## config.mk

```make
export PLATFORM = sky130hd
export DESIGN_NAME = ffca_ctrl
export DESIGN_NICKNAME = d
export VERILOG_FILES = /design/src/ffca_pkg.sv /design/src/ffca_ctrl.sv
export VERILOG_INCLUDE_DIRS = /design/src /design/src/src
export SDC_FILE = /design/constraint.sdc
export NUM_CORES = 1
export LEC_CHECK = 0
export ABC_CLOCK_PERIOD_IN_PS = 1100
export BUFFER_PORTS_ARGS = -buffer_cell sky130_fd_sc_hd__clkbuf_2
export CAP_MARGIN = 20
export CORE_AREA = 5 5 42 44
export CTS_CLUSTER_DIAMETER = 60
export CTS_CLUSTER_SIZE = 14
export DETAILED_ROUTE_END_ITERATION = 16
export DIE_AREA = 0 0 47 49
export HOLD_SLACK_MARGIN = 0.1
export PLACE_DENSITY_LB_ADDON = 0.08
export SYNTH_ARGS = -nofsm -noshare
export SYNTH_HDL_FRONTEND = slang
export SYNTH_SLANG_ARGS = --single-unit
```

## constraint.sdc

```tcl
create_clock -name clk -period 1.1 [get_ports clk]
set_input_delay 0.11 -clock clk [delete_from_list [all_inputs] [get_ports clk]]
set_output_delay 0.11 -clock clk [all_outputs]
set_load 0.02 [all_outputs]
```

## src/first_fit_chunk_allocator_macros.svh

```systemverilog
// Assertion macros shared by the allocator modules.
`ifndef FIRST_FIT_CHUNK_ALLOCATOR_MACROS_SVH
`define FIRST_FIT_CHUNK_ALLOCATOR_MACROS_SVH
// Implication checked at every edge outside reset.
`define FFCA_ASSERT_IMP(label, clk, rst, ante, cons) \
  label: assert property (@(posedge clk) disable iff (rst) (ante) |-> (cons)) \
    else $error("assertion failed");
// Next-cycle implication checked outside reset.
`define FFCA_ASSERT_NEXT(label, clk, rst, ante, cons) \
  label: assert property (@(posedge clk) disable iff (rst) (ante) |=> (cons)) \
    else $error("assertion failed");
`endif

```

## src/ffca_pkg.sv

```systemverilog
// Package with the allocator's constants, codes and control types.
package ffca_pkg;
  localparam int TABLE_DEPTH = 64;
  localparam int STACK_DEPTH = 64;
  localparam int ADDR_BITS = 32;
  localparam int SIZE_BITS = 24;
  localparam int TIDX_BITS = $clog2(TABLE_DEPTH);
  localparam int TCNT_BITS = $clog2(TABLE_DEPTH + 1);
  localparam int SIDX_BITS = $clog2(STACK_DEPTH);
  localparam int SCNT_BITS = $clog2(STACK_DEPTH + 1);
  localparam int ORDER_BITS = 16;
  localparam int REQ_BITS = 24;
  localparam int OUT_ADDR_BITS = 32;
  localparam int CFG_BITS = 32;
  localparam int META_BITS = 8;

  localparam logic [1:0] ACT_ALLOC = 2'd0;
  localparam logic [1:0] ACT_POP = 2'd1;

  localparam logic [1:0] REG_HEAP_BASE = 2'd0;
  localparam logic [1:0] REG_HEAP_LIMIT = 2'd1;
  localparam logic [1:0] REG_METADATA = 2'd2;

  localparam logic [2:0] ST_OK = 3'd0;
  localparam logic [2:0] ST_STACK_EMPTY = 3'd1;
  localparam logic [2:0] ST_NOT_ALLOC = 3'd2;
  localparam logic [2:0] ST_HEAP_FULL = 3'd3;
  localparam logic [2:0] ST_TABLE_FULL = 3'd4;
  localparam logic [2:0] ST_STACK_FULL = 3'd5;

  typedef struct packed {
    logic load;
    logic scan_start;
    logic scan_step;
    logic pop_read;
    logic commit;
  } ffca_cmd_t;

  typedef struct packed {
    logic is_alloc;
    logic is_pop;
    logic scan_done;
  } ffca_sts_t;

  function automatic logic [SIZE_BITS-1:0] class_of(input logic [REQ_BITS-1:0] req);
    logic [SIZE_BITS-1:0] r;
    r = SIZE_BITS'(req);
    if (req <= REQ_BITS'(32)) r = SIZE_BITS'(32);
    else if (req <= REQ_BITS'(64)) r = SIZE_BITS'(64);
    else if (req <= REQ_BITS'(128)) r = SIZE_BITS'(128);
    else if (req <= REQ_BITS'(256)) r = SIZE_BITS'(256);
    else if (req <= REQ_BITS'(512)) r = SIZE_BITS'(512);
    return r;
  endfunction
endpackage

```

## src/ffca_ctrl.sv

```systemverilog
// Controller state machine sequencing table scans and result delivery.
`include "first_fit_chunk_allocator_macros.svh"
module ffca_ctrl
  import ffca_pkg::*;
(
  input  logic      clk,
  input  logic      rst,
  input  logic      in_valid,
  output logic      in_ready,
  output logic      out_valid,
  input  logic      out_ready,
  input  ffca_sts_t sts,
  output ffca_cmd_t cmd
);
  typedef enum logic [5:0] {
    S_IDLE = 6'b000001,
    S_DECODE = 6'b000010,
    S_POPRD = 6'b000100,
    S_SCAN = 6'b001000,
    S_COMMIT = 6'b010000,
    S_OUT = 6'b100000
  } state_t;

  state_t state, state_next;

  always_ff @(posedge clk) begin
    if (rst) state <= S_IDLE;
    else state <= state_next;
  end

  always_comb begin
    state_next = state;
    cmd = '0;
    in_ready = 1'b0;
    out_valid = 1'b0;
    unique case (state)
      S_IDLE: begin
        in_ready = 1'b1;
        if (in_valid) begin
          cmd.load = 1'b1;
          state_next = S_DECODE;
        end
      end
      S_DECODE: begin
        if (sts.is_pop) begin
          cmd.pop_read = 1'b1;
          state_next = S_POPRD;
        end else begin
          cmd.scan_start = 1'b1;
          state_next = S_SCAN;
        end
      end
      S_POPRD: begin
        cmd.scan_start = 1'b1;
        state_next = S_SCAN;
      end
      S_SCAN: begin
        cmd.scan_step = 1'b1;
        if (sts.scan_done) state_next = S_COMMIT;
      end
      S_COMMIT: begin
        cmd.commit = 1'b1;
        state_next = S_OUT;
      end
      S_OUT: begin
        out_valid = 1'b1;
        if (out_ready) state_next = S_IDLE;
      end
      default: state_next = S_IDLE;
    endcase
  end

  `FFCA_ASSERT_IMP(a_onehot, clk, rst, 1'b1, $onehot(state))
  `FFCA_ASSERT_NEXT(a_load_decode, clk, rst, cmd.load, state == S_DECODE)
  `FFCA_ASSERT_IMP(a_no_overlap, clk, rst, in_ready, !out_valid)
endmodule

```

# After elaboration in Yosys (flattened, before gate mapping)
# Cells that the tools add are included.
[totals]
ff_bits = 6
in_bits = 7
output_inout_bits = 7
word_cells = 26
[op_classes]
n_eq_ne = 9
mux = 15
n_reduce_logical = 1
[ops]
columns = ["operator", "count"]
rows = [
  ["6-bit case mux with 6 select lines", 1],
  ["6-bit two-way mux", 3],
  ["1-bit two-way mux", 9],
  ["6-bit by 1-bit == test with 1-bit output (second input constant)", 1],
  ["6-bit by 2-bit == test with 1-bit output (second input constant)", 1],
  ["6-bit by 3-bit == test with 1-bit output (second input constant)", 1],
  ["6-bit by 4-bit == test with 1-bit output (second input constant)", 1],
  ["6-bit by 5-bit == test with 1-bit output (second input constant)", 1],
  ["6-bit == test (second input constant)", 1],
  ["2-bit != test (second input constant)", 3],
  ["4-bit two-way mux", 1],
  ["3-bit AND reduction", 1],
  ["1-bit case mux with 2 select lines", 1],
]

# Logic depth before layout (Yosys ltp)
# Gate-level depths: netlist of run 1.
[depth]
ltp_word = 3
depth_mapped = 4

# Least setup slack after synthesis of run 1
# OpenSTA, ideal clock, no wires.
[synth_path]
path_kind = "reg-to-output"
startpoint = "reg state[3]"
endpoint = "out cmd[4] (netlist name)"
arrival_time_ns = 1.265
required_ns = 0.990
path_slack_ns = -0.275
stages_incl_launch_ff = 5
n_path_buf = 1
cell_sequence = "dfxtp_1 buf_2 nor3_2 and3_1 and2_1"
[synth_lines]
columns = ["element", "line_no", "rtl"]
rows = [
  ["from (decl)", "ffca_ctrl.sv:24", "state_t state, state_next;"],
  ["from (signal assigned)", "ffca_ctrl.sv:28", "else state <= state_next;"],
  ["to (decl)", "ffca_ctrl.sv:13", "output ffca_cmd_t cmd"],
]

==> results of run 1 <==
## worst max path at each step
stage / end / slack (ns) / startpoint / cells after the start
final: cmd[4] / -0.28 / state[2] / 4
after floorplan: cmd[4] / -0.08 / state[3] / 4
after CTS: cmd[4] / -0.31 / state[5] / 4
after detailed placement: cmd[1] / -0.13 / state[3] / 4
after global placement: state[3] / -0.13 / state[3] / 4
after global routing: cmd[4] / -0.34 / state[2] / 4
## layout make-up
class	instances	share of cell area (%)
clock buffers	3	2.64
inverters	2	0.880
multi-input cells	37	46.6
flip-flops and latches	6	16.1
well taps	16	2.35
repair buffers	31	31.4
## routing by layer
layer  global-route usage [%]  part of all wire (%)  vias up
met2                     17.9                    47       13
li1                         -                     -      247
met3                     4.43                   4.9        2
met4                     5.53                   1.3        0
met5                        0                     0        -
met1                     16.7                    47      225
## timing repair
item / in CTS / in global routing
pin swaps: 6 / 8
setup endpoints to repair: 13 / 13
resized for setup: 21 / 14
setup buffers: 5 / 3
cloned: 0 / 0
## per-stage QoR
step / TNS (ns) / utilization (%) / power [uW] / cell area (um^2)
after floorplan: -0.115 / - / 524 / 541
after global placement: -1.03 / 47.3 / 654 / 663
after detailed placement: -1.05 / 47.3 / 652 / 663
after CTS: -2.51 / 56.6 / 929 / 793
after global routing: -3.36 / 60.9 / 1030 / 853
final: -2.65 / 60.9 / 982 / 853
## Yosys cell counts (all sizes together)
cell	count	share of area [%]
o21ai	1	1.0
nor4bb	1	5.0
a41o	1	4.3
a21o	1	1.5
and2	2	2.5
and3	3	4.0
inv	2	1.5
buf	5	8.1
mux2	1	2.3
xor2	1	1.8
nor2	3	2.8
dfxtp	6	24
a21oi	1	1.0
nor3b	7	13
o211ai	1	1.5
and4	1	1.8
nor3	5	8.3
nor4b	4	10
nand2b	1	1.8
nand3	1	1.0
o31ai	2	3.0
## power by group
group | switching (uW) | leakage [uW] | internal [uW] | total, uW
clock network | 96.7 | 0.0000138 | 125 | 221
registers | 47.0 | 0.0000522 | 242 | 289
logic | 176 | 0.000308 | 296 | 473
total | 320 | 0.000374 | 663 | 982
## cells by family (layout without fill, tap and decap cells)
group           Yosys count  in the layout
flops                     6              6
mux                       1              1
xor+xnor                  1              1
buf+inv                   7             36
compound gates            7              7
simple gates             28             28
## worst register-to-register path, stage by stage, from the launching register on
cell,delay (ns)
dfxtp_4,0.37
buf_2,0.16
buf_4,0.15
nor4b_4,0.23
buf_4,0.18
nor3_1,0.05
==> results.cfg, run 1 <==
[synthesis]
synth-seq-cells = 6
syn_area_um2 = 497
avgSynthCellArea_um2 = 9.93
synth_xor_area_share_pct = 1.76
synthSimpleGateAreaFrac_pct = 49.9
synth.distinct_cells = 29
synth_adder_area_share_pct = 0
synth_top_family_by_area = simple AND/OR/NAND/NOR gates
syn_nets = 57
syn_inst = 50
ys_seq_area_share_pct = 24.2
synth_compound_area_share_pct = 12.3
yosys_warnings = 0
synth.area.mux_share_pct = 2.27

[timing]
period_needed_ns = 1.38
tightest_slew_ns = 0.280
max_slew_margin_pct = 81.0
rsz0062_at_grt = yes
whs_ns = 0.111
max_freq_mhz = 724
hold_violations = 0
maxSlewViolCount = 0
finalCritPeriodShare_pct = 126
setup_viol = 13
setup_slack_ns = -0.281
skew_ns = 0.0102

[layout]
drive_above_1_share_pct = 75.9
final_cell_count_no_fill = 95
n_antenna_cell = 0
largest_reg_flops = 6
reg_top3 = state (6)
area_delta_synth_final_pct = 71.8
multiInputGateArea_um2 = 398
ff_latch_area_um2 = 138
regMostFlops = state
num-nets-final = 88
final_common_cell = buf_4
nFillCells = 134
layout_common_cells = buf_4, clkbuf_4, clkbuf_2

[drt]
routedWlPerCell_um = 14.1
drt_wl_total_mm = 1.34
ant_nets = 0
via_per_inst = 5.13
firstDrtPassIters = 4
num_vias = 487
drt-initial-drc-count = 9
drc = 0

[critical_path]
crit_type = reg -> out
cp_num_buf_inv = 1
cp.arrival_ns = 1.27
cp_top_family = simple AND/OR/NAND/NOR gates
reg2reg_slack_ns = -0.16
timing.rr.end = state[3]
rr_worst_depth = 5
crit_chain = nor3_4, and3_4, and2_4, buf_8
cpMaxStageDelayCell = dfxtp_4
worstPathRequired_ns = 0.99
critPathCaptureType = primary output
r2r_start = state[2]
cp-start-kind = flip-flop
max_stage_delay_ns = 0.37
path_max_fanout = 6

[grt]
antenna_found_initial = 0
overflow = 0
grt_usage_pct = 12.6
grt_pass1_vias = 441
grt_pass1_wl_mm = 2.04
grt_max_degree = 11

[cts]
clk_pin_slew_ns = 0.06
clock_latency_ns = 0.25
cts_sinks = 6
clockBufferDepth = 2
htreeDepth = 1
hold_buffers = 0
cts_tree = yes
cts_buffers = 3
cts.root.buffer_cell = clkbuf_4

[floorplanning]
dieArea_um2 = 2300
start_util_pct = 35.4
die_h_um = 49
die_w_um = 47
core_um2 = 1400
rows = 14
io_pins = 14

[placed_design]
place.gp.congestion = 0.697
dp.cells = 84
pre_cts_ws_ns = -0.130
io_buffer_count = 12
hpwl_um = 930

[run_status]
status = finished with violations
violations = negative setup slack

[worst_hold_path]
holdCritStartpoint = sts[0]
holdPathEnd = state[4]
hold-path-cell-count = 3
hold_path_class = in -> reg

[power]
power_density_nw_per_um2 = 1150
p_leak_uw = 0.000374
ir_drop_mv = 0.630

[job]
drv_cap = 0
Note: power is estimated with default switching activity, not from simulation.
==> inputs of run 2 (changes only) <==
- BUFFER_PORTS_ARGS: -buffer_cell sky130_fd_sc_hd__clkbuf_2 -> -buffer_cell sky130_fd_sc_hd__buf_2
- CORE_AREA: 5 5 42 44 -> 2 2 39 41
- DIE_AREA: 0 0 47 49 -> 0 0 41 43
==> run 2 against run 1 <==
  * Clock power barely moved
  * Worst setup slack got worse by 0.060 ns
  * Clock skew decreased by 0.0085 ns
  * Non-clock buffer count grew 4
  * Combinational power rose by 14%
  * Sequential power decreased by 3%
  * Cell area increased by 12%
  * Sequential share of layout area decreased by 1.7 points
  * The run still ends with negative setup slack left
  * Worst hold slack better by 0.050 ns
  * Critical path depth shrank 1
  * Global-route usage up 5.0 points
==> results.cfg, run 2 (synthesis gave the netlist of run 1 again) <==
[run_status]
status = finished with violations
violations = negative setup slack

[cts]
clock_latency_ns = 0.25
hold_buffers = 0
htreeDepth = 1
cts_sinks = 6
clk_pin_slew_ns = 0.05
cts.root.buffer_cell = clkbuf_4
cts_tree = yes
clockBufferDepth = 2
cts_buffers = 3

[timing]
setup_slack_ns = -0.341
max_slew_margin_pct = 76.4
tightest_slew_ns = 0.352
period_needed_ns = 1.44
hold_violations = 0
max_freq_mhz = 694
setup_viol = 13
skew_ns = 0.00173
maxSlewViolCount = 0
finalCritPeriodShare_pct = 131
rsz0062_at_grt = yes

[layout]
n_antenna_cell = 0
final_core_util_pct = 69.1
area_delta_synth_final_pct = 92.4
ff_latch_area_um2 = 138
regMostFlops = state
largest_reg_flops = 6
nFillCells = 107
reg_top3 = state (6)
num-nets-final = 92
final_area_um2 = 956
final_common_cell = buf_4
layout_common_cells = buf_4, buf_6, nor3b_2
drive_above_1_share_pct = 88.0
final_cell_count_no_fill = 99
multiInputGateArea_um2 = 477

[grt]
grt_pass1_vias = 502
grt_usage_pct = 17.6
antenna_found_initial = 0
overflow = 0
grt_pass1_wl_mm = 2.10
grt_max_degree = 11

[floorplanning]
rows = 14
die_w_um = 41
dieArea_um2 = 1760
io_pins = 14
core_um2 = 1380
die_h_um = 43
start_util_pct = 35.9

[critical_path]
critPathCaptureType = primary output
r2r_start = state[3]
cp.arrival_ns = 1.33
reg2reg_slack_ns = -0.18
rr_worst_depth = 5
crit_type = reg -> out
path_max_fanout = 5
worstPathRequired_ns = 0.99
cp-start-kind = flip-flop
timing.rr.end = state[5]

[placed_design]
io_buffer_count = 12
dpl_cell_area_um2 = 651
place.gp.congestion = 0.659
dp.cells = 84
hpwl_um = 895

[worst_hold_path]
holdPathEnd = state[4]
hold-path-cell-count = 3
hold_path_class = in -> reg
holdCritStartpoint = sts[0]

[drt]
drc = 0
drt-initial-drc-count = 2
routedWlPerCell_um = 15.2
firstDrtPassIters = 3
drt_wl_total_mm = 1.50
num_vias = 514
via_per_inst = 5.19
ant_nets = 0

[power]
p_leak_uw = 0.000393
ir_drop_mv = 0.705
finalPower_uw = 1040
power_density_nw_per_um2 = 1090

[job]
drv_cap = 0
-- run 2: cell types whose count changed in the layout (fill, tap and decap cells not counted), moves of 2 or more --
cell      change
buf_6         +7
clkbuf_2      -5
buf_2         +4
buf_4         +3
buf_8         -3
nor3b_1       -3
nor4b_4       +3
nor3_1        -2
nor3_2        +2
nor3b_2       +2
nor4b_1       -2
o31ai_1       -2
-- run 2: layout make-up --
cell class	count	area share (%)
flip-flops and latches	6	14.4
well taps	16	2.09
repair buffers	35	30.5
inverters	2	0.785
clock buffers	3	2.36
multi-input cells	37	49.9
-- run 2: worst max-delay path by stage --
| stage | startpoint | to | slack (ns) | cells after the start |
|---|---|---|---|---|
| global route | state[3] | cmd[2] | -0.37 | 3 |
| detailed placement | state[3] | state[3] | -0.19 | 4 |
| CTS | state[2] | cmd[3] | -0.31 | 5 |
| global placement | state[3] | state[3] | -0.20 | 4 |
| floorplan | state[3] | cmd[4] | -0.08 | 4 |
| finish | state[3] | cmd[2] | -0.34 | 3 |
-- run 2: report_power, final --
part           switching (uW)  total (uW)  internal, uW
clock                    97.4         222           125
combinational             216         541           325
sequential               43.2         280           237
-- run 2: per-stage QoR --
stage / hold slack, ns / setup slack, ns / TNS, ns
4_1_cts: 0.131 / -0.309 / -2.47
6_report: 0.162 / -0.341 / -2.66
2_1_floorplan: 0.250 / -0.0754 / -0.115
3_3_place_gp: 0.377 / -0.202 / -1.63
3_5_place_dp: 0.377 / -0.186 / -1.38
5_1_grt: 0.179 / -0.369 / -3.23
-- run 2: repair_timing --
| action | 4_1_cts | 5_1_grt |
|---|---|---|
| cloned | 0 | 0 |
| buffers inserted | 9 | 5 |
| endpoints found under the setup margin | 13 | 13 |
| resized for setup | 32 | 15 |
| pin swaps | 11 | 6 |
-- run 2: worst max-delay path, stage by stage (launching register included) --
cell,delay (ns)
dfxtp_2,0.40
nor3b_2,0.36
and2_4,0.21
buf_6,0.11
-- run 2: per-layer routing --
layer  GRT usage, %  wire (um)  vias up  share of wire, %
li1               -          -      255                 -
met1           19.7        635      248                42
met2           30.0        813       11                54
met3           6.28         55        0               3.7
met4           4.00          0        0                 0
met5              0          0        -                 0
